## src/hw/rtl/mcs_pkg.sv

```systemverilog
// Shared types, constants and chord tables of the MIDI chord stacker.
// No dependencies; every other file of the block imports this package.
package mcs_pkg;

  localparam int unsigned MCS_NOTE_SLOTS   = 2048;
  localparam int unsigned MCS_QUEUE_DEPTH  = 4;
  localparam int unsigned MCS_CHORD_NOTES  = 6;
  localparam int unsigned MCS_SEL_W        = $clog2(MCS_CHORD_NOTES);

  localparam logic [2:0] MCS_EMPTY_TYPE = 3'd7;
  localparam logic [3:0] MIDI_NOTE_OFF  = 4'h8;
  localparam logic [3:0] MIDI_NOTE_ON   = 4'h9;

  localparam logic [1:0] CFG_CHORD_TYPE = 2'd0;
  localparam logic [1:0] CFG_SPREAD     = 2'd1;
  localparam logic [1:0] CFG_BYPASS     = 2'd2;

  typedef enum logic [1:0] {
    KIND_PASS,
    KIND_ON,
    KIND_OFF
  } mcs_kind_e;

  typedef enum logic {
    SEQ_IDLE,
    SEQ_CHORD
  } mcs_seq_e;

  // One classified message from the front end to the back end.
  typedef struct packed {
    logic [7:0]  status;
    logic [6:0]  d1;
    logic [6:0]  d2;
    logic [15:0] t;
    mcs_kind_e   kind;
    logic [2:0]  ctype;
  } mcs_cmd_t;

  // One message travelling down the back-end pipeline.
  typedef struct packed {
    logic [7:0]  status;
    logic [6:0]  note;
    logic [6:0]  vel;
    logic [15:0] t;
    logic        gen_on;
    logic        last;
  } mcs_note_t;

  localparam logic signed [5:0] CHORD_OFS [8][MCS_CHORD_NOTES] = '{
    '{6'sd0,   6'sd0,   6'sd0,  6'sd0,  6'sd0, 6'sd0},
    '{-6'sd12, 6'sd12,  6'sd0,  6'sd0,  6'sd0, 6'sd0},
    '{6'sd4,   6'sd7,   6'sd12, 6'sd0,  6'sd0, 6'sd0},
    '{6'sd3,   6'sd7,   6'sd12, 6'sd0,  6'sd0, 6'sd0},
    '{6'sd7,   6'sd0,   6'sd0,  6'sd0,  6'sd0, 6'sd0},
    '{6'sd5,   6'sd7,   6'sd0,  6'sd0,  6'sd0, 6'sd0},
    '{-6'sd12, -6'sd24, 6'sd12, 6'sd24, 6'sd7, 6'sd19},
    '{6'sd0,   6'sd0,   6'sd0,  6'sd0,  6'sd0, 6'sd0}
  };

  localparam logic [2:0] CHORD_LEN [8] = '{
    3'd0, 3'd2, 3'd3, 3'd3, 3'd1, 3'd2, 3'd6, 3'd0
  };

  // Marks the chord offsets of a type whose note lands inside 0..127.
  function automatic logic [MCS_CHORD_NOTES-1:0] chord_mask(logic [2:0] ctype,
                                                            logic [6:0] root);
    logic [MCS_CHORD_NOTES-1:0] m;
    logic [8:0]                 nsum;
    logic [5:0]                 ofs;
    m = '0;
    for (int j = 0; j < MCS_CHORD_NOTES; j++) begin
      ofs  = CHORD_OFS[ctype][j];
      nsum = {2'b00, root} + {{3{ofs[5]}}, ofs};
      m[j] = (3'(j) < CHORD_LEN[ctype]) && !nsum[8] && !nsum[7];
    end
    return m;
  endfunction

endpackage

```

## src/hw/rtl/mcs_queue.sv

```systemverilog
// Command queue that decouples the front end from the back end.
// Depends on mcs_pkg for the command type and the queue depth.
module mcs_queue (
  input  logic              clk_i,
  input  logic              rst_ni,
  input  logic              push_valid_i,
  output logic              push_ready_o,
  input  mcs_pkg::mcs_cmd_t push_cmd_i,
  output logic              pop_valid_o,
  input  logic              pop_ready_i,
  output mcs_pkg::mcs_cmd_t pop_cmd_o
);
  import mcs_pkg::*;

  localparam int unsigned PW   = $clog2(MCS_QUEUE_DEPTH);
  localparam logic [PW:0] FULL = (PW + 1)'(MCS_QUEUE_DEPTH);

  mcs_cmd_t      buf_q [MCS_QUEUE_DEPTH];
  logic [PW-1:0] wr_ptr_q, wr_ptr_d;
  logic [PW-1:0] rd_ptr_q, rd_ptr_d;
  logic [PW:0]   cnt_q, cnt_d;
  logic          push, pop;

  assign push_ready_o = cnt_q != FULL;
  assign pop_valid_o  = cnt_q != '0;
  assign pop_cmd_o    = buf_q[rd_ptr_q];
  assign push         = push_valid_i && push_ready_o;
  assign pop          = pop_valid_o && pop_ready_i;

  always_comb begin
    wr_ptr_d = push ? wr_ptr_q + 1'b1 : wr_ptr_q;
    rd_ptr_d = pop ? rd_ptr_q + 1'b1 : rd_ptr_q;
    cnt_d    = cnt_q;
    if (push && !pop) begin
      cnt_d = cnt_q + 1'b1;
    end else if (pop && !push) begin
      cnt_d = cnt_q - 1'b1;
    end
  end

  always_ff @(posedge clk_i or negedge rst_ni) begin
    if (!rst_ni) begin
      wr_ptr_q <= '0;
      rd_ptr_q <= '0;
      cnt_q    <= '0;
    end else begin
      wr_ptr_q <= wr_ptr_d;
      rd_ptr_q <= rd_ptr_d;
      cnt_q    <= cnt_d;
    end
  end

  always_ff @(posedge clk_i) begin
    if (push) buf_q[wr_ptr_q] <= push_cmd_i;
  end

endmodule

```

## config.mk

```make
export PLATFORM = sky130hd
export DESIGN_NAME = mcs_queue
export DESIGN_NICKNAME = d
export VERILOG_FILES = /design/src/hw/rtl/mcs_pkg.sv /design/src/hw/rtl/mcs_queue.sv
export SDC_FILE = /design/constraint.sdc
export NUM_CORES = 1
export LEC_CHECK = 0
export ABC_CLOCK_PERIOD_IN_PS = 7460
export BUFFER_PORTS_ARGS = -buffer_cell sky130_fd_sc_hd__buf_2
export CORE_UTILIZATION = 51
export CTS_CLUSTER_SIZE = 8
export DETAILED_ROUTE_END_ITERATION = 8
export PLACE_DENSITY_LB_ADDON = 0.1
export SYNTH_ARGS = -nofsm -noshare
export SYNTH_HDL_FRONTEND = slang
export SYNTH_SLANG_ARGS = --single-unit
export TNS_END_PERCENT = 100
```

## constraint.sdc

```tcl
create_clock -name clk_i -period 7.46 [get_ports clk_i]
set_clock_uncertainty 0.2 [all_clocks]
set_input_delay 0.373 -clock clk_i [delete_from_list [all_inputs] [get_ports clk_i]]
set_output_delay 0.373 -clock clk_i [all_outputs]
set_load 0.01 [all_outputs]
```

==> results.md, run 1 <==
- Status: finished, final reports clean
- # H-tree levels: 4
- Synth Instances: 260
- Gr busiest metal: met2
- Initial Util: 0.5268
- Die Y: 116.4 µm
- Post-DP HPWL: 6.281 mm
- Crit path DAT: 2290 ps
- # Post-CTS Setup Buffers: 0
- Most frequent cells in the layout: edfxtp_1, buf_2, dlygate4sd3_1
- Pin count of the biggest net entering global routing: 46
- Drt total wl: 11.22 mm
- Total CTS buffers: 17
- Via count: 3032
- Number of top-level pins: 92
- Die W: 116.4 µm
- Hold Fails Final Rpt: 0
- Clock Path Buffers: 2
- Sink Count: 179
- Max_slew headroom: 0.3923
- Post-synthesis sequential area ratio: 0.8000
- Die area: 13550 µm²
- Setup Viol. Count Final: 0
- Commonest non-fill, non-tap cell in the layout: edfxtp_1
- Layout cell share with drive strength beyond 1: 0.4071
- Fmax: 0.3491 GHz
- Worst slew pin tran: 911.6 ps
- # diodes: 0
- Crit-path max FO: 45
- Worst ir drop on vdd: 0.1772 mV
- Grt ovf: 0
- Routability cong.: 0.6930
- Area growth, synth to finish: 23.43%
- Synth Area per Inst: 25.67 µm²
- Crit Path Class: reg2out
- Synthesized area: 6675 µm²
- First-pass GRT wire length: 16.97 mm
- RSZ-0062 raised after global routing: no
- Minimum clock period: 2865 ps
- Core Util, Final: 0.6502
- CP Launch Point: rd_ptr_q[0]
- Root Driver: clkbuf_16
- Critical path launch point type: register
- Routed len/inst: 18.95 µm
- Initial antenna violation count: 0
- Hold path startpoint: pop_ready_i
- Pwr dens: 372.8 nW/µm²
- GRT Util Overall: 0.1808
- CTS tree: done
- Final nets: 462
- Worst slack, placed: 5011 ps
- Period utilization: 0.3840
- Setup TNS: 0 ps
- Core Region: 12670 µm²
- Distinct cell type count of the synthesized netlist: 19
- Worst-path clk slew: 60 ps
- CTS resizes: 0
- First DRT Iteration DRCs: 192
- Synthesized flop and latch total: 179
- Syn Nets: 313
- CP required: 6890 ps
- CP Capture Type: output port
- Pins over their slew limit: 0
- Post-DRT Antenna Nets: 0
- Vias per inst: 5.122
- Port-buffer cells: 91
- Overall Power: 3.071 mW
- Row cnt: 41
- Drt pass-1 iters: 4
- Number of global-route vias before repair: 3178
- Worst setup margin: 4595 ps
- Met1 usage: 0.2079
- R2r startpoint: cnt_q[0]
- Lkg Pwr: 2.888 nW
- Routing usage on met2: 0.3089
- Synth warn: 0
- Worst-skew pair later-pin latency: 420 ps
- Max-cap violations: 0
- DRC: 0
- Worst hold path type: in2reg
- Met3 usage: 0.05501
[per-layer routing]
layer  wire [µm]  vias up
met5           0        -
met4         225        0
met3         553       17
met2        5876       74
met1        4563     1540
li1            -     1401
[registers in the layout, indices dropped and copies added, names as in the netlist]
| name | count |
|---|---|
| rd_ptr_q | 2 |
| wr_ptr_q | 2 |
| buf_q | 172 |
| cnt_q | 3 |
[worst max-delay path, cell delays in order (launching register included)]
cell	delay (ps)
dfrtp_4	1030
mux4_1	670
buf_2	160
[layout make-up]
cell class / count / area (µm²)
well taps: 172 / 215.2
fillers: 881 / 4432
inverters: 3 / 11.26
clock buffers: 17 / 425.4
flip-flops and latches: 179 / 5345
multi-input cells: 68 / 1212
repair buffers: 140 / 933.4
clock inverters: 13 / 96.34
[power by group]
part	internal [mW]	switching [mW]	leakage [nW]	total [mW]
combinational	0.418	0.382	0.974	0.800
clock	0.448	0.344	0.259	0.792
sequential	1.33	0.146	1.66	1.48
total	2.20	0.872	2.89	3.07
[synthesized netlist by cell type]
master	count	area share
a21boi_2	1	0.0017
and2_1	4	0.0037
buf_12	4	0.012
buf_2	5	0.0037
buf_6	1	0.0017
dfrtp_1	7	0.026
edfxtp_1	172	0.77
fa_1	1	0.0030
ha_1	5	0.0094
inv_1	3	0.0017
mux2_2	2	0.0034
mux4_1	5	0.020
mux4_2	38	0.13
nand2_1	2	0.0011
nand3_1	1	0.00075
nor2_1	2	0.0011
or3_1	1	0.00094
xnor2_1	4	0.0052
xor2_1	2	0.0026
[cell families (layout without fill, tap and decap cells)]
| family | after synthesis | count (layout) | synth area share |
|---|---|---|---|
| flops | 179 | 179 | 0.8000 |
| mux | 45 | 45 | 0.1513 |
| buf+inv | 13 | 173 | 0.01912 |
| simple gates | 10 | 10 | 0.007685 |
| fa+ha+maj | 6 | 6 | 0.01237 |
| xor+xnor | 6 | 6 | 0.007872 |
| compound gates | 1 | 1 | 0.001687 |
[metrics by stage]
step	instances	area, µm²	hold slack (ps)
6_report	592	8239	45.01
5_1_grt	592	8239	60.71
4_1_cts	592	8239	30.54
3_5_place_dp	518	7277	21.32
3_3_place_gp	518	7277	24.38
2_1_floorplan	260	6675	-122.6
[final timing paths]
kind / end / slack (ps) / depth (start not counted)
setup / recovery: pop_cmd_o[29] / 4600 / 2
hold / removal: rd_ptr_q[1] / 50 / 3
setup reg to reg: buf_q[1][36] / 5060 / 4
hold reg to reg: cnt_q[2] / 340 / 1
max in group asynchronous: rd_ptr_q[0] / 6750 / 2
min in group asynchronous: cnt_q[2] / 120 / 2
[timing repair]
item,CTS,global route
endpoints found under the hold margin,179,0
hold buffers,44,0
endpoints found under the setup margin,0,0
(Power assumes the default switching activity.)
==> inputs of run 2 (changes only) <==
- ABC_AREA: default -> 1
- ABC_CLOCK_PERIOD_IN_PS: 7460 -> 2600
- clock period: 7.46 -> 2.6 ns (I/O delays scaled with it)
==> run 2 against run 1 <==
Clock power increased to 3.4 times the previous value. Register-to-register slack got worse by 4500 ps. Largest power group unchanged. Non-clock buffer count increased by 13. Cell area increased by 10%. Clock-buffer cell count unchanged. Sequential power increased to 2.7 times the previous value. First-iteration DRC count increased by 31%. Highest routed layer unchanged. Critical path depth increased by 4. Combinational power increased to 4.3 times the previous value. Critical endpoint is now pop_cmd_o[18]. Global-route usage increased by 1.7 points.
==> results.md, run 2 <==
- Area growth, synth to finish: 23.58% (was 23.43%)
- Simple-Gate Fraction of Synth Area: 0.08205 (was 0.007685)
- Synthesized area: 7366 µm² (was 6675 µm²)
- Vias per inst: 5.035 (was 5.122)
- Most frequent cells in the layout: edfxtp_1, nand2_1, inv_1 (was edfxtp_1, buf_2, dlygate4sd3_1)
- Slowest stage cell, crit path: dfrtp_1 (was dfrtp_4)
- CTS tree: done (unchanged)
- Routed len/inst: 15.24 µm (was 18.95 µm)
- Clock Path Buffers: 2 (unchanged)
- Worst hold slack: 261.5 ps (was 45.01 ps)
- Post-synth top cells: edfxtp_1, nand2_1, inv_1 (was edfxtp_1, mux4_2, dfrtp_1)
- Lkg Pwr: 3.747 nW (was 2.888 nW)
- Biggest regs: buf_q x172, cnt_q x3 (unchanged)
- Largest family of logic cells by synthesized area: compound AO/OA/AOI/OAI gates (was multiplexers)
- CP Capture Type: output port (unchanged)
- CP required: 2270 ps (was 6890 ps)
- Hold Fails Final Rpt: 0 (unchanged)
- Total CTS buffers: 17 (unchanged)
- Synth area leaders: edfxtp_1, o211ai_1, nand2_1 (was edfxtp_1, mux4_2, dfrtp_1)
- Critical path launch point type: register (unchanged)
- Pwr dens: 1109 nW/µm² (was 372.8 nW/µm²)
- Die Y: 122.2 µm (was 116.4 µm)
- Dominant synthesized flop cell: edfxtp_1 (unchanged)
- Commonest non-fill, non-tap cell in the layout: edfxtp_1 (unchanged)
- Worst-path clk slew: 60 ps (about the same)
- Row cnt: 43 (was 41)
- RSZ-0062 raised after global routing: no (unchanged)
- Yosys top cell area share: 0.7012 (was 0.7738)
- Worst ir drop on vdd: 0.5657 mV (was 0.1772 mV)
- Crit path DAT: 1760 ps (was 2290 ps)
- Core Util, Final: 0.6507 (was 0.6502)
- Synth Area in Compound Gates: 0.09309 (was 0.001687)
- Root Driver: clkbuf_16 (unchanged)
- Pins over their slew limit: 0 (unchanged)
- Period utilization: 0.8020
- Crit Path Class: reg2out (unchanged)
- Worst-skew pair later-pin latency: 420 ps (about the same)
- Post-DP HPWL: 8.219 mm (was 6.281 mm)
- Synth Instances: 561 (was 260)
- Drt pass-1 iters: 4 (unchanged)
- Post-synthesis adder-cell area fraction: 0.01121 (was 0.01237)
- Sink Count: 179 (unchanged)
- Distinct cell type count of the synthesized netlist: 17 (was 19)
- Grt ovf: 0 (unchanged)
- Setup Viol. Count Final: 0 (unchanged)
- GRT Util Overall: 0.1979 (was 0.1808)
- CP cell instances: inv_4, buf_4, nand2_1, o211ai_1, nand2_1, buf_2 (was mux4_1, buf_2)
- Number of top-level pins: 92 (unchanged)
- Post-DRT Antenna Nets: 0 (unchanged)
- Synth Area per Inst: 13.13 µm² (was 25.67 µm²)
- Die area: 14930 µm² (was 13550 µm²)
- Post-CTS Hold Buffers: 47 (was 44)
- Syn Nets: 614 (was 313)
- # Post-CTS Setup Buffers: 0 (unchanged)
- Number of global-route vias before repair: 4330 (was 3178)
- Hold Path Stages: 2 (was 3)
- First DRT Iteration DRCs: 252 (was 192)
- Die W: 122.2 µm (was 116.4 µm)
- Synth area leader: edfxtp_1 (unchanged)
- Xor and xnor area share after synthesis: 0.001189 (was 0.007873)
- Crit-path max FO: 35 (was 45)
- Final nets: 758 (was 462)
- Core Region: 13990 µm² (was 12670 µm²)
- Initial antenna violation count: 0 (unchanged)
- Port-buffer cells: 91 (unchanged)
- Minimum clock period: 2085 ps
- CTS resizes: 0 (unchanged)
- # diodes: 0 (unchanged)
- Max reg flops: 172 (unchanged)
- Fmax: 0.4796 GHz
- Worst hold path type: in2reg (unchanged)
- # H-tree levels: 4 (unchanged)
- Mux contribution to synthesized area: 0 (was 0.1513)
- CP most frequent cell: nand2_1
- Status: finished, final reports clean (unchanged)
- Number of flops mapped to enable cells by yosys: 172 (unchanged)
- Post-synthesis sequential area ratio: 0.7250 (was 0.8000)
- Drt total wl: 13.69 mm (was 11.22 mm)
- Slowest Stage Delay on Critical Path: 420 ps (was 1030 ps)
- R2r worst-path depth: 11 (was 4)
- Max-cap violations: 0 (unchanged)
- Ys async rst share: 0.03911 (unchanged)
- Count leader, synth: edfxtp_1 (unchanged)
- DRC: 0 (unchanged)
- First-pass GRT wire length: 21.72 mm (was 16.97 mm)
- Via count: 4521 (was 3032)
- Worst slew pin tran: 497.4 ps (was 911.6 ps)
- Routability cong.: 0.7357 (was 0.6930)
- Synth warn: 0 (unchanged)
- Most flop-heavy register: buf_q (unchanged)
- Layout cell share with drive strength beyond 1: 0.2089 (was 0.4071)
- Max_slew headroom: 0.6684 (was 0.3923)
- Pin count of the biggest net entering global routing: 72 (was 46)
- Synthesized flop and latch total: 179 (unchanged)
- Initial Util: 0.5266 (was 0.5268)
-- run 2: path summary, 6_finish.rpt --
path / slack, ps / startpoint / end
max reg2reg: 540 / cnt_q[0] / cnt_q[2]
min reg2reg: 320 / cnt_q[2] / cnt_q[2]
min in group asynchronous: 490 / rst_ni / rd_ptr_q[0]
max in group asynchronous: 1430 / rst_ni / rd_ptr_q[1]
max: 510 / rd_ptr_q[0] / pop_cmd_o[18]
min: 260 / push_cmd_i[17] / buf_q[0][17]
-- run 2: area by class of cell --
cell class	count	area [µm²]
multi-input combinational	252	1411
fill	1075	4886
tap	180	225.2
inverter	102	385.4
sequential	179	5341
clock inverter	15	212.7
timing repair buffer	153	1101
clock buffer	17	425.4
-- run 2: metrics by stage --
stage | cell area, µm² | std cells | power, mW | TNS (ps) | worst slack [ps]
after floorplan | 7366 | 561 | 6.391 | -116380 | -676.6
after global placement | 7994 | 819 | 7.330 | 0 | 634.0
after detailed placement | 7994 | 819 | 7.412 | 0 | 570.4
after CTS | 9102 | 898 | 10.18 | 0 | 497.0
after global routing | 9102 | 898 | 10.70 | 0 | 332.7
final | 9102 | 898 | 10.09 | 0 | 514.7
-- run 2: worst max-delay path: cells and delay by family, from the launching register on --
family	cells	cell delay, ps
AO/OA/AOI/OAI	1	100
buffers and inverters	3	610
flip-flops	1	420
AND/OR/NAND/NOR	2	190
-- run 2: logic make-up after synthesis --
group	after synthesis
fa+ha+maj	6
compound gates	87
xor+xnor	1
flops	179
buf+inv	130
simple gates	158
-- run 2: power breakdown --
part | internal (mW) | switching, mW
combinational | 1.22 | 2.19
clock | 1.70 | 1.03
sequential | 3.80 | 0.161
-- run 2: metal layers --
metal / routed length [µm] / up-vias / share of wire / global-route usage
met3: 422 / 21 / 0.031 / 0.03979
met5: 0 / - / 0 / 0
met1: 6167 / 2177 / 0.45 / 0.2503
li1: - / 2234 / - / -
met2: 6850 / 89 / 0.50 / 0.3344
met4: 249 / 0 / 0.018 / 0.07927
==> inputs of run 3 (changes only) <==
- ABC_AREA: 1 -> 0
- ABC_CLOCK_PERIOD_IN_PS: 2600 -> 1800
- clock period: 2.6 -> 1.8 ns (I/O delays scaled with it)
==> run 3 against run 2 <==
The run now ends with setup timing left. Total power increased by 46%. First-iteration DRC count decreased by 2.0%. Worst hold slack got worse by 48 ps. Sequential share of layout area about the same. Wire length decreased by 4.4%. Cell count decreased by 29%. Combinational power increased by 65%. Critical path type unchanged. Critical endpoint is now pop_cmd_o[12]. Highest routed layer unchanged.
==> results.md, run 3 (synthesis gave the netlist of run 1 again) <==
- DRC: 0 (unchanged)
- Die area: 13550 µm² (was 14930 µm²)
- First-pass GRT wire length: 18.66 mm (was 21.72 mm)
- Grt ovf: 0 (unchanged)
- Sw frac: 0.2822 (was 0.3346)
- CTS tree: done (unchanged)
- # H-tree levels: 4 (unchanged)
- Clock Path Buffers: 2 (unchanged)
- Drt total wl: 13.09 mm (was 13.69 mm)
- Post-DRT Antenna Nets: 0 (unchanged)
- Worst slew pin tran: 387.2 ps (was 497.4 ps)
- Status: finished, violations left (was finished, final reports clean)
- # diodes: 0 (unchanged)
- Most frequent cells in the layout: edfxtp_1, buf_2, dlygate4sd3_1 (was edfxtp_1, nand2_1, inv_1)
- Worst hold path type: in2reg (unchanged)
- Root Driver: clkbuf_16 (unchanged)
- Clock Power Share: 0.224 (was 0.270)
- RSZ-0062 raised after global routing: yes (was no)
- Die W: 116.4 µm (was 122.2 µm)
- Met1 usage: 0.2424 (was 0.2503)
- Vias per inst: 5.205 (was 5.035)
- Biggest regs: buf_q x172, cnt_q x3 (unchanged)
- Routing usage on met2: 0.3365 (was 0.3344)
- Max reg flops: 172 (unchanged)
- Failing checks: setup timing
- Slowest stage cell, crit path: mux4_2 (was dfrtp_1)
- Via count: 3305 (was 4521)
- Hold Fails Final Rpt: 0 (unchanged)
- Initial Util: 0.5268 (was 0.5266)
- Routed len/inst: 20.61 µm (was 15.24 µm)
- Slowest Stage Delay on Critical Path: 530 ps (was 420 ps)
- Drt pass-1 iters: 4 (unchanged)
- Fmax: 0.4640 GHz
- GRT Util Overall: 0.2003 (was 0.1979)
- Final nets: 504 (was 758)
- CP required: 1510 ps (was 2270 ps)
- Post-DP HPWL: 7.122 mm (was 8.219 mm)
- Period utilization: 1.197
- Number of global-route vias before repair: 3442 (was 4330)
- Initial antenna violation count: 0 (unchanged)
- Overall Power: 14.69 mW (was 10.09 mW)
- Minimum clock period: 2155 ps
- Port-buffer cells: 91 (unchanged)
- Gr busiest metal: met2 (unchanged)
- Setup Viol. Count Final: 46 (was 0)
- Worst ir drop on vdd: 0.9769 mV (was 0.5657 mV)
- Pin count of the biggest net entering global routing: 33 (was 72)
- Sequential share of power: 0.392 (about the same)
- Routability cong.: 0.6873 (was 0.7357)
- Area growth, synth to finish: 36.46% (was 23.58%)
- Lkg Pwr: 3.248 nW (was 3.747 nW)
- Worst-path clk slew: 60 ps (about the same)
- CP Capture Type: output port (unchanged)
- Comb power frac: 0.384 (was 0.338)
- Worst setup margin: -355.4 ps (was 514.7 ps)
- Total CTS buffers: 17 (unchanged)
- Crit path buffers/inverters: 3 (unchanged)
- Top delay family on crit path: multiplexers (was buffers and inverters)
- Layout cell share with drive strength beyond 1: 0.4752 (was 0.2089)
- Commonest non-fill, non-tap cell in the layout: edfxtp_1 (unchanged)
- CP cell instances: buf_8, buf_12, mux4_2, buf_6 (was inv_4, buf_4, nand2_1, o211ai_1, nand2_1, buf_2)
- Row cnt: 41 (was 43)
- Met3 usage: 0.06331 (was 0.03979)
- First DRT Iteration DRCs: 247 (was 252)
- Crit-path max FO: 7 (was 35)
- Worst hold slack: 213.4 ps (was 261.5 ps)
- Max_slew headroom: 0.7410 (was 0.6684)
- Most flop-heavy register: buf_q (unchanged)
- Die Y: 116.4 µm (was 122.2 µm)
- Crit path DAT: 1870 ps (was 1760 ps)
- Worst-skew pair later-pin latency: 420 ps (about the same)
- Crit Path Class: reg2out (unchanged)
- Psw: 4.146 mW (was 3.377 mW)
- Core Region: 12670 µm² (was 13990 µm²)
- Pins over their slew limit: 0 (unchanged)
- Max-cap violations: 0 (unchanged)
- Pwr dens: 1613 nW/µm² (was 1109 nW/µm²)
- Internal power: 10.54 mW (was 6.714 mW)
- Sink Count: 179 (unchanged)
- Number of top-level pins: 92 (unchanged)
- Critical path launch point type: register (unchanged)
==> run 3: area by class of cell <==
| cell class | instances | area, µm² |
|---|---|---|
| multi-input cells | 68 | 1249 |
| repair buffers | 182 | 1765 |
| well taps | 172 | 215.2 |
| flip-flops and latches | 179 | 5345 |
| clock inverters | 13 | 93.84 |
| fillers | 785 | 3562 |
| inverters | 3 | 11.26 |
| clock buffers | 18 | 429.2 |
==> run 3: repair_timing <==
action | 4_1_cts | 5_1_grt
setup endpoints to repair | 218 | 210
resized for setup | 30 | 35
endpoints found under the hold margin | 184 | 0
pin swaps | 7 | 4
setup buffers | 9 | 3
gates cloned | 3 | 9
hold buffers | 47 | 0
==> run 3: final timing paths <==
path / start / end / slack, ps / cells past startpoint
setup / recovery: rd_ptr_q[0] / pop_cmd_o[12] / -360 / 4
hold / removal: push_cmd_i[23] / buf_q[2][23] / 210 / 2
setup reg to reg: cnt_q[0] / cnt_q[2] / -340 / 8
hold reg to reg: cnt_q[2] / cnt_q[2] / 380 / 2
max in group asynchronous: rst_ni / rd_ptr_q[0] / 620 / 3
min in group asynchronous: rst_ni / cnt_q[2] / 460 / 3
==> run 3: layer usage <==
metal | vias to the layer above | routed length [µm] | share of wire
li1 | 1488 | - | -
met5 | - | 0 | 0
met2 | 100 | 6818 | 0.52
met4 | 0 | 247 | 0.019
met1 | 1698 | 5317 | 0.41
met3 | 19 | 703 | 0.054
==> run 3: stage by stage <==
stage	utilization	std cells	cell area [µm²]	worst slack (ps)	TNS [ps]
after floorplan	-	260	6708	-287.4	-42480
after global placement	0.5966	537	7560	-224.4	-6436
after detailed placement	0.5966	537	7560	-267.9	-11380
after CTS	0.6974	627	8837	-333.5	-13490
after global routing	0.7189	635	9109	-418.0	-18350
final	0.7189	635	9109	-355.4	-12690
==> run 3: power by group through the flow <==
stage	clock [mW]	sequential, mW	combinational (mW)
5_1_grt	3.51	5.83	6.04
4_1_cts	3.36	5.78	5.04
3_5_place_dp	0	5.87	4.27
2_1_floorplan	0	5.76	2.75
6_report	3.29	5.76	5.64
3_3_place_gp	0	5.82	4.24
