[src/hw/rtl/mcs_pkg.sv]
// Shared types, constants and chord tables of the MIDI chord stacker.
// No dependencies; every other file of the block imports this package.
package mcs_pkg;

  localparam int unsigned MCS_NOTE_SLOTS   = 2048;
  localparam int unsigned MCS_QUEUE_DEPTH  = 4;
  localparam int unsigned MCS_CHORD_NOTES  = 6;
  localparam int unsigned MCS_SEL_W        = $clog2(MCS_CHORD_NOTES);

  localparam logic [2:0] MCS_EMPTY_TYPE = 3'd7;
  localparam logic [3:0] MIDI_NOTE_OFF  = 4'h8;
  localparam logic [3:0] MIDI_NOTE_ON   = 4'h9;

  localparam logic [1:0] CFG_CHORD_TYPE = 2'd0;
  localparam logic [1:0] CFG_SPREAD     = 2'd1;
  localparam logic [1:0] CFG_BYPASS     = 2'd2;

  typedef enum logic [1:0] {
    KIND_PASS,
    KIND_ON,
    KIND_OFF
  } mcs_kind_e;

  typedef enum logic {
    SEQ_IDLE,
    SEQ_CHORD
  } mcs_seq_e;

  // One classified message from the front end to the back end.
  typedef struct packed {
    logic [7:0]  status;
    logic [6:0]  d1;
    logic [6:0]  d2;
    logic [15:0] t;
    mcs_kind_e   kind;
    logic [2:0]  ctype;
  } mcs_cmd_t;

  // One message travelling down the back-end pipeline.
  typedef struct packed {
    logic [7:0]  status;
    logic [6:0]  note;
    logic [6:0]  vel;
    logic [15:0] t;
    logic        gen_on;
    logic        last;
  } mcs_note_t;

  localparam logic signed [5:0] CHORD_OFS [8][MCS_CHORD_NOTES] = '{
    '{6'sd0,   6'sd0,   6'sd0,  6'sd0,  6'sd0, 6'sd0},
    '{-6'sd12, 6'sd12,  6'sd0,  6'sd0,  6'sd0, 6'sd0},
    '{6'sd4,   6'sd7,   6'sd12, 6'sd0,  6'sd0, 6'sd0},
    '{6'sd3,   6'sd7,   6'sd12, 6'sd0,  6'sd0, 6'sd0},
    '{6'sd7,   6'sd0,   6'sd0,  6'sd0,  6'sd0, 6'sd0},
    '{6'sd5,   6'sd7,   6'sd0,  6'sd0,  6'sd0, 6'sd0},
    '{-6'sd12, -6'sd24, 6'sd12, 6'sd24, 6'sd7, 6'sd19},
    '{6'sd0,   6'sd0,   6'sd0,  6'sd0,  6'sd0, 6'sd0}
  };

  localparam logic [2:0] CHORD_LEN [8] = '{
    3'd0, 3'd2, 3'd3, 3'd3, 3'd1, 3'd2, 3'd6, 3'd0
  };

  // Marks the chord offsets of a type whose note lands inside 0..127.
  function automatic logic [MCS_CHORD_NOTES-1:0] chord_mask(logic [2:0] ctype,
                                                            logic [6:0] root);
    logic [MCS_CHORD_NOTES-1:0] m;
    logic [8:0]                 nsum;
    logic [5:0]                 ofs;
    m = '0;
    for (int j = 0; j < MCS_CHORD_NOTES; j++) begin
      ofs  = CHORD_OFS[ctype][j];
      nsum = {2'b00, root} + {{3{ofs[5]}}, ofs};
      m[j] = (3'(j) < CHORD_LEN[ctype]) && !nsum[8] && !nsum[7];
    end
    return m;
  endfunction

endpackage

[src/hw/rtl/mcs_back.sv]
// Back end: expands each command into its messages and computes jitter and
// velocity in a stalling pipeline ending in the output register. Uses mcs_pkg.
module mcs_back (
  input  logic              clk_i,
  input  logic              rst_ni,
  input  logic              pop_valid_i,
  output logic              pop_ready_o,
  input  mcs_pkg::mcs_cmd_t pop_cmd_i,
  input  logic [9:0]        spread_i,
  output logic              out_valid_o,
  input  logic              out_ready_i,
  output logic [7:0]        out_status_o,
  output logic [6:0]        out_data_one_o,
  output logic [6:0]        out_data_two_o,
  output logic [16:0]       out_time_o,
  output logic              last_of_run_o
);
  import mcs_pkg::*;

  logic en;

  // Sequencer.
  mcs_seq_e                   state_q, state_d;
  mcs_cmd_t                   ent_q, ent_d;
  logic [MCS_CHORD_NOTES-1:0] mask_q, mask_d;
  logic [MCS_CHORD_NOTES-1:0] head_mask, mask_rest;
  logic [MCS_SEL_W-1:0]       sel;
  logic [5:0]                 chord_ofs;
  logic                       iss_valid;
  mcs_note_t                  iss_note;
  logic [5:0]                 iss_ofs;

  // Pipeline.
  logic             a_valid_q, b_valid_q, c_valid_q, d_valid_q, e_valid_q, o_valid_q;
  mcs_note_t        a_note_q, b_note_q, c_note_q, d_note_q, e_note_q;
  logic [5:0]       a_ofs_q;
  logic [10:0]      b_v_q, c_v_q, b_v_d;
  logic [4:0]       c_quo_q, c_quo_d;
  logic [6:0]       d_r_q, d_r_d;
  logic [16:0]      e_jit_q, e_jit_d;
  logic [16:0]      e_mag_q, e_mag_d;
  logic             e_neg_q, e_neg_d;
  logic [7:0]       o_status_q, o_status_d;
  logic [6:0]       o_d1_q, o_d1_d;
  logic [6:0]       o_d2_q, o_d2_d;
  logic [16:0]      o_time_q, o_time_d;
  logic             o_last_q, o_last_d;

  logic signed [11:0] seed;
  logic [21:0]        quo_prod;
  logic [11:0]        hund;
  logic [7:0]         dev;
  logic [6:0]         mag;
  logic [16:0]        dq_prod;
  logic [6:0]         dq;
  logic signed [8:0]  vsum;
  logic [6:0]         vel_clamped;

  assign en = !o_valid_q || out_ready_i;

  assign head_mask = chord_mask(pop_cmd_i.ctype, pop_cmd_i.d1);

  always_comb begin
    sel = '0;
    for (int j = MCS_CHORD_NOTES - 1; j >= 0; j--) begin
      if (mask_q[j]) sel = MCS_SEL_W'(j);
    end
  end
  assign mask_rest = mask_q & ~(MCS_CHORD_NOTES'(1) << sel);
  assign chord_ofs = CHORD_OFS[ent_q.ctype][sel];

  always_comb begin
    state_d = state_q;
    case (state_q)
      SEQ_IDLE: begin
        if (pop_ready_o && pop_valid_i && pop_cmd_i.kind != KIND_PASS &&
            head_mask != '0) begin
          state_d = SEQ_CHORD;
        end
      end
      SEQ_CHORD: begin
        if (en && mask_rest == '0) state_d = SEQ_IDLE;
      end
      default: state_d = SEQ_IDLE;
    endcase
  end

  always_comb begin
    pop_ready_o = 1'b0;
    iss_valid   = 1'b0;
    iss_note    = '0;
    iss_ofs     = '0;
    ent_d       = ent_q;
    mask_d      = mask_q;
    case (state_q)
      SEQ_IDLE: begin
        pop_ready_o = en;
        if (en && pop_valid_i) begin
          // The incoming message always goes out first, unchanged.
          iss_valid       = 1'b1;
          iss_note.status = pop_cmd_i.status;
          iss_note.note   = pop_cmd_i.d1;
          iss_note.vel    = pop_cmd_i.d2;
          iss_note.t      = pop_cmd_i.t;
          iss_note.last   = (pop_cmd_i.kind == KIND_PASS) || (head_mask == '0);
          ent_d           = pop_cmd_i;
          mask_d          = head_mask;
        end
      end
      SEQ_CHORD: begin
        if (en) begin
          iss_valid       = 1'b1;
          iss_note.status = {(ent_q.kind == KIND_ON) ? MIDI_NOTE_ON : MIDI_NOTE_OFF,
                             ent_q.status[3:0]};
          iss_note.note   = ent_q.d1 + {chord_ofs[5], chord_ofs};
          iss_note.vel    = (ent_q.kind == KIND_ON) ? ent_q.d2 : 7'd0;
          iss_note.t      = ent_q.t;
          iss_note.gen_on = ent_q.kind == KIND_ON;
          iss_note.last   = mask_rest == '0;
          iss_ofs         = chord_ofs;
          mask_d          = mask_rest;
        end
      end
      default: ;
    endcase
  end

  // Seed of the pseudo-random value, brought to a non-negative number with
  // the same remainder modulo 100 as its 16-bit two's complement form.
  always_comb begin
    seed  = $signed({5'b00000, a_note_q.note}) * 12'sd13 +
            $signed({{6{a_ofs_q[5]}}, a_ofs_q}) * 12'sd7;
    b_v_d = seed[11] ? 11'(seed + 12'sd236) : seed[10:0];
  end

  // Quotient by 100 through a reciprocal, exact for values below 2048.
  assign quo_prod = 22'(b_v_q) * 22'd1311;
  assign c_quo_d  = quo_prod[21:17];

  assign hund  = 12'(c_quo_q) * 12'd100;
  assign d_r_d = 7'(12'(c_v_q) - hund);

  always_comb begin
    dev     = {d_r_q, 1'b0} - 8'd100;
    e_neg_d = dev[7];
    mag     = e_neg_d ? 7'(-dev) : dev[6:0];
    e_jit_d = 17'(d_r_q) * 17'(spread_i);
    e_mag_d = 17'(mag) * 17'(spread_i);
  end

  // Division by 1280 is a shift by 8 and then a reciprocal divide by 5.
  always_comb begin
    dq_prod = 17'(e_mag_q[16:8]) * 17'd205;
    dq      = dq_prod[16:10];
    if (e_neg_q) begin
      vsum = $signed({2'b00, e_note_q.vel}) - $signed({2'b00, dq});
    end else begin
      vsum = $signed({2'b00, e_note_q.vel}) + $signed({2'b00, dq});
    end
    if (vsum < 9'sd1) begin
      vel_clamped = 7'd1;
    end else if (vsum > 9'sd127) begin
      vel_clamped = 7'd127;
    end else begin
      vel_clamped = vsum[6:0];
    end
    o_status_d = e_note_q.status;
    o_d1_d     = e_note_q.note;
    o_d2_d     = e_note_q.gen_on ? vel_clamped : e_note_q.vel;
    o_time_d   = e_note_q.gen_on ? {1'b0, e_note_q.t} + 17'(e_jit_q[16:8])
                                 : {1'b0, e_note_q.t};
    o_last_d   = e_note_q.last;
  end

  always_ff @(posedge clk_i or negedge rst_ni) begin
    if (!rst_ni) begin
      state_q   <= SEQ_IDLE;
      a_valid_q <= 1'b0;
      b_valid_q <= 1'b0;
      c_valid_q <= 1'b0;
      d_valid_q <= 1'b0;
      e_valid_q <= 1'b0;
      o_valid_q <= 1'b0;
    end else begin
      state_q <= state_d;
      if (en) begin
        a_valid_q <= iss_valid;
        b_valid_q <= a_valid_q;
        c_valid_q <= b_valid_q;
        d_valid_q <= c_valid_q;
        e_valid_q <= d_valid_q;
        o_valid_q <= e_valid_q;
      end
    end
  end

  always_ff @(posedge clk_i) begin
    ent_q  <= ent_d;
    mask_q <= mask_d;
    if (en) begin
      a_note_q   <= iss_note;
      a_ofs_q    <= iss_ofs;
      b_note_q   <= a_note_q;
      b_v_q      <= b_v_d;
      c_note_q   <= b_note_q;
      c_v_q      <= b_v_q;
      c_quo_q    <= c_quo_d;
      d_note_q   <= c_note_q;
      d_r_q      <= d_r_d;
      e_note_q   <= d_note_q;
      e_jit_q    <= e_jit_d;
      e_mag_q    <= e_mag_d;
      e_neg_q    <= e_neg_d;
      o_status_q <= o_status_d;
      o_d1_q     <= o_d1_d;
      o_d2_q     <= o_d2_d;
      o_time_q   <= o_time_d;
      o_last_q   <= o_last_d;
    end
  end

  assign out_valid_o    = o_valid_q;
  assign out_status_o   = o_status_q;
  assign out_data_one_o = o_d1_q;
  assign out_data_two_o = o_d2_q;
  assign out_time_o     = o_time_q;
  assign last_of_run_o  = o_last_q;

endmodule

[config.mk]
export PLATFORM = sky130hd
export DESIGN_NAME = mcs_back
export DESIGN_NICKNAME = d
export VERILOG_FILES = /design/src/hw/rtl/mcs_pkg.sv /design/src/hw/rtl/mcs_back.sv
export SDC_FILE = /design/constraint.sdc
export NUM_CORES = 1
export LEC_CHECK = 0
export CAP_MARGIN = 40
export CORE_UTILIZATION = 69
export CTS_BUF_LIST = sky130_fd_sc_hd__clkbuf_4 sky130_fd_sc_hd__clkbuf_8
export CTS_CLUSTER_DIAMETER = 120
export CTS_CLUSTER_SIZE = 14
export DETAILED_ROUTE_END_ITERATION = 10
export DONT_BUFFER_PORTS = 1
export PLACE_DENSITY_LB_ADDON = 0.25
export SLEW_MARGIN = 20
export SYNTH_ARGS = -nofsm -noshare
export SYNTH_HDL_FRONTEND = slang
export SYNTH_SLANG_ARGS = --single-unit
[constraint.sdc]
create_clock -name clk_i -period 22.6 [get_ports clk_i]
set_input_delay 3.39 -clock clk_i [delete_from_list [all_inputs] [get_ports clk_i]]
set_output_delay 3.39 -clock clk_i [all_outputs]
set_load 0.05 [all_outputs]
==> impl_metrics.ini, run 1 <==
[status]
status = completed

[global_route]
grt_pass1_vias = 13769
grt_pass1_wl_um = 64900
antenna_found_initial = 0
grt_overflow_total = 0
grtUsageTotal_pct = 23.9
grt_start_max_net_pins = 92

[floorplan]
start_util_pct = 70.1
io_pins = 99
die_y_um = 184
row_count = 66
dieArea_sq_um = 33700
core_sq_um = 32500
die_w_um = 184

[critical_path]
cp_top_family = simple AND/OR/NAND/NOR gates
cp.buffers_inverters = 1
slowest_stage = nor2b_1
crit_chain = nor2b_1, nor2_1, buf_4
critPathMaxFanout = 7
setup.worst_path.class = primary input to output port
slowest_delay_ns = 0.58
required_ns = 19.21
arrival_ns = 4.32
cp-start-kind = primary input
critPathCaptureType = output port

[cells_and_area]
multiInputGateArea_sq_um = 11100
final_common_cell = edfxtp_1
mostFrequentLayoutCells = 340 x edfxtp_1, 297 x ha_1, 285 x inv_1
nets = 2345
n_fill_cell = 2145
layout-drive-gt1-share_pct = 4.13
regArea_sq_um = 10400
area_growth_pct = 4.50
antenna_cells = 0

[synthesis]
yosysUniqueCellTypes = 75
syn-instance-count = 1850
avgSynthCellArea_sq_um = 12.3
synth_nets = 2342
seq_area_frac_synth_pct = 45.7
synth-async-reset-ratio_pct = 2.02
ys_ff_latch = 347
ys_warn_count = 0
synth_flop_cell = edfxtp_1
syn_area_sq_um = 22700
synth-edff-count = 340

[clock_tree]
cts_buffers = 28
cts_setup_buffers = 0
cts_resized = 0
htreeDepth = 1
cts-root-buf = clkbuf_8
ctsHoldBuffers = 0
clk_path_buf_depth = 3
insertion_delay_ns = 0.61
cts.sinks = 347
path_clk_slew_ns = 0.09
cts_tree = built

[timing]
final-setup-viol-count = 0
finalCritPeriodShare_pct = 34.1
clock_skew_ns = 0.0556
fmax_ghz = 0.130
fin_setup_tns_ns = 0
rsz0062_at_grt = false
drv_slew = 0
hold_viol = 0
max_slew_margin_pct = 43.8
tightest_slew_ns = 0.836
min_period_ns = 7.71

[place]
gp_congestion = 0.903
port_buffers = 0
dp_hpwl_um = 29600

[detailed_routing]
post-route-drc-count = 0
wire_per_inst_um = 16.7
routed_wirelength_um = 38500
first_iter_violations = 787
via_per_inst = 5.82
vias = 13430
drtAntennaViolNets = 0
dr.pass1.iters = 5

[min_path]
min_path_type = register to register

[flow_run]
cap_violations = 0
-- sequential cells by signal, indices dropped and copies added, names as in the netlist, 9 cells and up --
name and flops:
ent_q 39, e_mag_q 9, b_note_q 40, d_note_q 40, e_jit_q 9, a_note_q 40
out_time_o 17, b_v_q 11, c_note_q 40, e_note_q 24
-- metrics by stage --
| step | util [%] | hold slack (ns) | setup WS, ns | std cells | area (sq um) |
|---|---|---|---|---|---|
| 2_1_floorplan | - | 0.400 | 10.93 | 1850 | 22700 |
| 3_3_place_gp | 71.5 | 0.400 | 14.86 | 2258 | 23200 |
| 3_5_place_dp | 71.6 | 0.405 | 14.90 | 2261 | 23200 |
| 4_1_cts | 73.1 | 0.411 | 14.89 | 2303 | 23700 |
| 5_1_grt | 73.2 | 0.421 | 14.78 | 2307 | 23800 |
| 6_report | 73.2 | 0.406 | 14.89 | 2307 | 23800 |
-- synth_stat cells (9+ instances only) --
cell type,count,area (sq um)
and2_1,62,388
xor2_1,34,298
nand2_1,135,507
o21bai_1,13,97.6
clkbuf_1,35,131
a22o_1,32,280
o21a_1,10,75.1
nor2_1,59,221
inv_1,286,1070
xnor2_1,47,412
a31oi_1,9,56.3
nor3_1,12,60.1
o21ai_0,45,225
nand3_1,20,100
a21o_1,30,225
nor2b_1,10,62.6
nand2b_1,14,87.6
edfxtp_1,340,10200
mux2_2,9,101
a21oi_1,62,310
ha_1,297,3720
fa_1,138,2760
-- layer usage --
metal  wire length, um  share of wire [%]  track usage, %
met4               993                2.6            7.37
met3              1730                4.5            3.07
met2             20100                 52            43.5
met1             15700                 41            29.6
met5                 0                  0               0
-- final timing paths --
| kind | slack [ns] | cells after the start | start | endpoint |
|---|---|---|---|---|
| setup reg to reg | 16.24 | 22 | e_mag_q[10]$_DFFE_PN_ | out_data_two_o[0]$_DFFE_PN_ |
| hold reg to reg | 0.41 | 0 | c_note_q[37]$_DFFE_PN_ | d_note_q[37]$_DFFE_PN_ |
| min in group asynchronous | 2.46 | 0 | rst_ni | b_valid_q$_DFFE_PN0N_ |
| hold / removal | 0.41 | 0 | c_note_q[37]$_DFFE_PN_ | d_note_q[37]$_DFFE_PN_ |
| max in group asynchronous | 20.06 | 0 | rst_ni | d_valid_q$_DFFE_PN0N_ |
| setup / recovery | 14.89 | 3 | out_ready_i | pop_ready_o |
-- cell type report --
type | instances | share of cell area, %
multi-input cells | 1177 | 46.8
flip-flops and latches | 347 | 43.7
inverters | 288 | 4.58
well taps | 442 | 2.33
clock buffers | 40 | 2.00
repair buffers | 11 | 0.505
clock inverters | 2 | 0.0579
-- logic make-up after synthesis --
| kind of cell | Yosys count | synth area share [%] |
|---|---|---|
| AOI/OAI and AO/OA | 277 | 8.37 |
| xor gates and xnor gates | 85 | 3.43 |
| adders and majority gates | 435 | 28.5 |
| buffers and inverters | 326 | 5.40 |
| DFF | 347 | 45.7 |
| muxes | 14 | 0.666 |
| and+or+nand+nor | 366 | 8.00 |
Power of run 1 is not shown: default switching activity piles up to over one toggle a cycle in this logic, so the estimate is an artifact.
==> run 2, diff against run 1 <==
--- a/config.mk
+++ b/config.mk
@@ -6,7 +6,7 @@
 export NUM_CORES = 1
 export LEC_CHECK = 0
 export CAP_MARGIN = 40
-export CORE_UTILIZATION = 69
+export CORE_UTILIZATION = 67
 export CTS_BUF_LIST = sky130_fd_sc_hd__clkbuf_4 sky130_fd_sc_hd__clkbuf_8
 export CTS_CLUSTER_DIAMETER = 120
 export CTS_CLUSTER_SIZE = 14
==> constraint.sdc (replaced) <==
create_clock -name clk_i -period 8 [get_ports clk_i]
set_input_delay 1.2 -clock clk_i [delete_from_list [all_inputs] [get_ports clk_i]]
set_output_delay 1.2 -clock clk_i [all_outputs]
set_load 0.05 [all_outputs]
==> impl_metrics.ini, run 2 (synthesis results as in run 1) <==
[status]
status = completed

[cells_and_area]
layout-drive-gt1-share_pct = 4.13
antenna_cells = 0
area_growth_pct = 4.53
fin_util_pct = 71.1
final_common_cell = edfxtp_1
mostFrequentLayoutCells = 340 x edfxtp_1, 297 x ha_1, 285 x inv_1
nets = 2341

[timing]
hold_viol = 0
max_slew_margin_pct = 43.6
fin_setup_tns_ns = 0
tightest_slew_ns = 0.844
hold_slack_ns = 0.267
fmax_ghz = 0.157
min_period_ns = 6.36
finalCritPeriodShare_pct = 79.5
rsz0062_at_grt = false
clock_skew_ns = 0.0279
final-setup-viol-count = 0
drv_slew = 0

[floorplan]
start_util_pct = 68.0
dieArea_sq_um = 34700
row_count = 67
die_y_um = 186
die_w_um = 186
io_pins = 99
core_sq_um = 33400

[clock_tree]
cts.sinks = 347
htreeDepth = 1
cts_buffers = 28
cts_resized = 0
cts-root-buf = clkbuf_8
insertion_delay_ns = 0.64
cts_tree = built
cts_setup_buffers = 0
clk_path_buf_depth = 3
ctsHoldBuffers = 0
path_clk_slew_ns = 0.11

[global_route]
grtUsageTotal_pct = 23.0
grt_pass1_wl_um = 62900
grt_overflow_total = 0
antenna_found_initial = 0
grt_pass1_vias = 13190
grt_start_max_net_pins = 119

[critical_path]
critPathCaptureType = register
worstReg2RegStart = e_mag_q[15]$_DFFE_PN_
required_ns = 8.39
reg2reg_slack_ns = 1.64
cp_top_family = compound AO/OA/AOI/OAI gates
reg2reg_to = out_data_two_o[0]$_DFFE_PN_
cp.buffers_inverters = 2
slowest_delay_ns = 0.70
critPathMaxFanout = 5
arrival_ns = 6.75
setup.worst_path.class = register to register
slowest_stage = a2111oi_0
crit_cells = 20
crit_chain = ha_1, fa_1, inv_1, fa_1, fa_1, inv_1, ha_1, or3_1, a31o_2, a41oi_1, o21ai_1, a21oi_1, xor2_1, ha_1, a21o_1, a2111oi_0, o21ai_0, o21a_1, o22ai_1, o41ai_1
reg2reg_depth = 20
cp-start-kind = register

[place]
dp_hpwl_um = 28900
gp_congestion = 0.917
port_buffers = 0

[min_path]
min_path_type = primary input to async pin

[detailed_routing]
dr.pass1.iters = 5
post-route-drc-count = 0
first_iter_violations = 815
routed_wirelength_um = 38200
wire_per_inst_um = 16.5
via_per_inst = 5.72
vias = 13230
drtAntennaViolNets = 0

[flow_run]
cap_violations = 0
[run 2: how the worst max path moves through the flow]
stage | from | to
6_report | e_mag_q[15]$_DFFE_PN_ | out_data_two_o[0]$_DFFE_PN_
5_1_grt | e_mag_q[15]$_DFFE_PN_ | out_data_two_o[0]$_DFFE_PN_
4_1_cts | e_mag_q[15]$_DFFE_PN_ | out_data_two_o[0]$_DFFE_PN_
3_5_place_dp | e_mag_q[14]$_DFFE_PN_ | out_data_two_o[0]$_DFFE_PN_
3_3_place_gp | e_mag_q[15]$_DFFE_PN_ | out_data_two_o[0]$_DFFE_PN_
2_1_floorplan | e_mag_q[14]$_DFFE_PN_ | out_data_two_o[0]$_DFFE_PN_
[run 2: layout make-up]
type                       count  area [sq um]
sequential                   347         10400
timing repair buffer           7          92.6
inverter                     288          1090
clock buffer                  42           490
tap                          448           561
clock inverter                 2          21.3
fill                        2246          9670
multi-input combinational   1177         11100
[run 2: worst register-to-register path: cells and delay by family (launching register included)]
| family | cells | cell delay, ns |
|---|---|---|
| AO/OA/AOI/OAI | 10 | 2.50 |
| adder cells (fa/ha/maj) | 6 | 2.43 |
| flip-flops | 1 | 0.46 |
| AND/OR/NAND/NOR | 1 | 0.39 |
| buffers and inverters | 2 | 0.10 |
| XOR/XNOR | 1 | 0.23 |
[run 2: metal layers]
metal	up-vias	global-route usage (%)	share of wire, %
met4	0	7.34	2.5
li1	6422	-	-
met1	6457	29.4	42
met5	-	0	0
met3	70	3.41	4.7
met2	281	40.4	51
[run 2: per-stage QoR]
stage	instance area, sq um	std cells	worst slack, ns
after global routing	23800	2311	1.21
final	23800	2311	1.64
after CTS	23800	2311	1.65
after detailed placement	23300	2267	1.68
after floorplan	22700	1850	2.24
after global placement	23200	2264	1.89
Power of run 2 is left out for the same reason.
==> run 3, diff against run 2 <==
==> constraint.sdc (replaced) <==
create_clock -name clk_i -period 6.3 [get_ports clk_i]
set_input_delay 0.945 -clock clk_i [delete_from_list [all_inputs] [get_ports clk_i]]
set_output_delay 0.945 -clock clk_i [all_outputs]
set_load 0.05 [all_outputs]
==> impl_metrics.ini, run 3 (synthesis results as in run 1) <==
[status]
status = completed

[cells_and_area]
nets = 2348
final_common_cell = edfxtp_1
mostFrequentLayoutCells = 340 x edfxtp_1, 296 x ha_1, 285 x inv_1
antenna_cells = 0
area_growth_pct = 4.79
layout.cells.non_filler = 2318
layout-drive-gt1-share_pct = 4.76
n_fill_cell = 2249
design_area_sq_um = 23800

[critical_path]
critPathCaptureType = register
required_ns = 6.67
cp-start-kind = register
arrival_ns = 6.37
critPathMaxFanout = 5
setup.worst_path.class = register to register

[global_route]
antenna_found_initial = 0
grt_pass1_wl_um = 62700
grtUsageTotal_pct = 22.9
grt_start_max_net_pins = 178
grt_overflow_total = 0
grt_pass1_vias = 13096

[clock_tree]
insertion_delay_ns = 0.61
cts_tree = built
cts_buffers = 28
clk_path_buf_depth = 3
cts.sinks = 347
path_clk_slew_ns = 0.11
cts_setup_buffers = 0
htreeDepth = 1
cts-root-buf = clkbuf_8

[flow_run]
cap_violations = 0

[timing]
tightest_slew_ns = 0.931
drv_slew = 0
fin_setup_tns_ns = 0
hold_slack_ns = 0.403
max_slew_margin_pct = 37.9
clock_skew_ns = 0.0214
final-setup-viol-count = 0
finalCritPeriodShare_pct = 95.2
rsz0062_at_grt = false
fmax_ghz = 0.167
min_period_ns = 6.00
hold_viol = 0

[floorplan]
dieArea_sq_um = 34700
die_y_um = 186
row_count = 67
core_sq_um = 33400
start_util_pct = 68.0
io_pins = 99
die_w_um = 186

[detailed_routing]
dr.pass1.iters = 5
via_per_inst = 5.72
vias = 13270
routed_wirelength_um = 38500
first_iter_violations = 707
post-route-drc-count = 0
drtAntennaViolNets = 0
wire_per_inst_um = 16.6

[place]
gp_congestion = 0.907
port_buffers = 0
dp_hpwl_um = 29400
placed_area_sq_um = 23300
placedCellCount = 2271

[min_path]
min_path_type = register to register
## run 3: cell count changes in the layout (fill, tap and decap cells not counted), sizes merged
cell	before	now
buf	7	12
clkbuf	42	43
dlygate4sd3	0	1
## run 3: worst paths after layout
kind	endpoint	cells after the start	startpoint	slack (ns)
worst max-delay path	out_data_two_o[0]$_DFFE_PN_	21	e_mag_q[15]$_DFFE_PN_	0.30
worst min-delay path	e_note_q[3]$_DFFE_PN_	0	d_note_q[3]$_DFFE_PN_	0.40
worst max register to register	out_data_two_o[0]$_DFFE_PN_	21	e_mag_q[15]$_DFFE_PN_	0.30
worst min register to register	e_note_q[3]$_DFFE_PN_	0	d_note_q[3]$_DFFE_PN_	0.40
max in group asynchronous	e_valid_q$_DFFE_PN0N_	1	rst_ni	5.37
min in group asynchronous	out_valid_o$_DFFE_PN0N_	1	rst_ni	0.67
## run 3: area by class of cell
cell class	count	area, sq um	area share (%)
clock buffers	42	490	2.06
clock inverters	2	21.3	0.0892
inverters	288	1090	4.59
multi-input cells	1177	11200	46.8
flip-flops and latches	347	10400	43.6
well taps	448	561	2.35
repair buffers	14	120	0.504
## run 3: timing repair
item	CTS	global route
endpoints found under the hold margin	7	0
hold buffers	1	0
resized for setup	0	7
endpoints found under the setup margin	0	6
## run 3: routing by layer
| metal | share of wire, % | vias to the layer above | track usage [%] |
|---|---|---|---|
| li1 | - | 6435 | - |
| met4 | 2.7 | 0 | 7.67 |
| met1 | 43 | 6491 | 29.2 |
| met3 | 4.3 | 86 | 3.47 |
| met2 | 50 | 258 | 40.1 |
| met5 | 0 | - | 0 |
## run 3: stage by stage
step | utilization (%) | setup slack [ns]
6_report | 71.3 | 0.300
5_1_grt | 71.3 | 0.0213
4_1_cts | 71.1 | 0.101
3_5_place_dp | 69.6 | 0.115
3_3_place_gp | 69.5 | 0.288
2_1_floorplan | - | 0.541
## run 3: worst max-delay path: stages, from the launching register on
cell and delay (ns):
edfxtp_1 0.46, ha_1 0.36, fa_1 0.54, inv_1 0.05, fa_1 0.48, fa_1 0.55
inv_1 0.04, ha_1 0.19, or3_1 0.40, a31o_2 0.26, a41oi_2 0.21, o21ai_1 0.15
a21oi_2 0.21, xor2_1 0.24, ha_1 0.34, a21o_1 0.24, a2111oi_2 0.34, buf_4 0.17
o21ai_0 0.08, o21a_1 0.18, o22ai_1 0.16, o41ai_2 0.10
Power of run 3 is left out for the same reason.
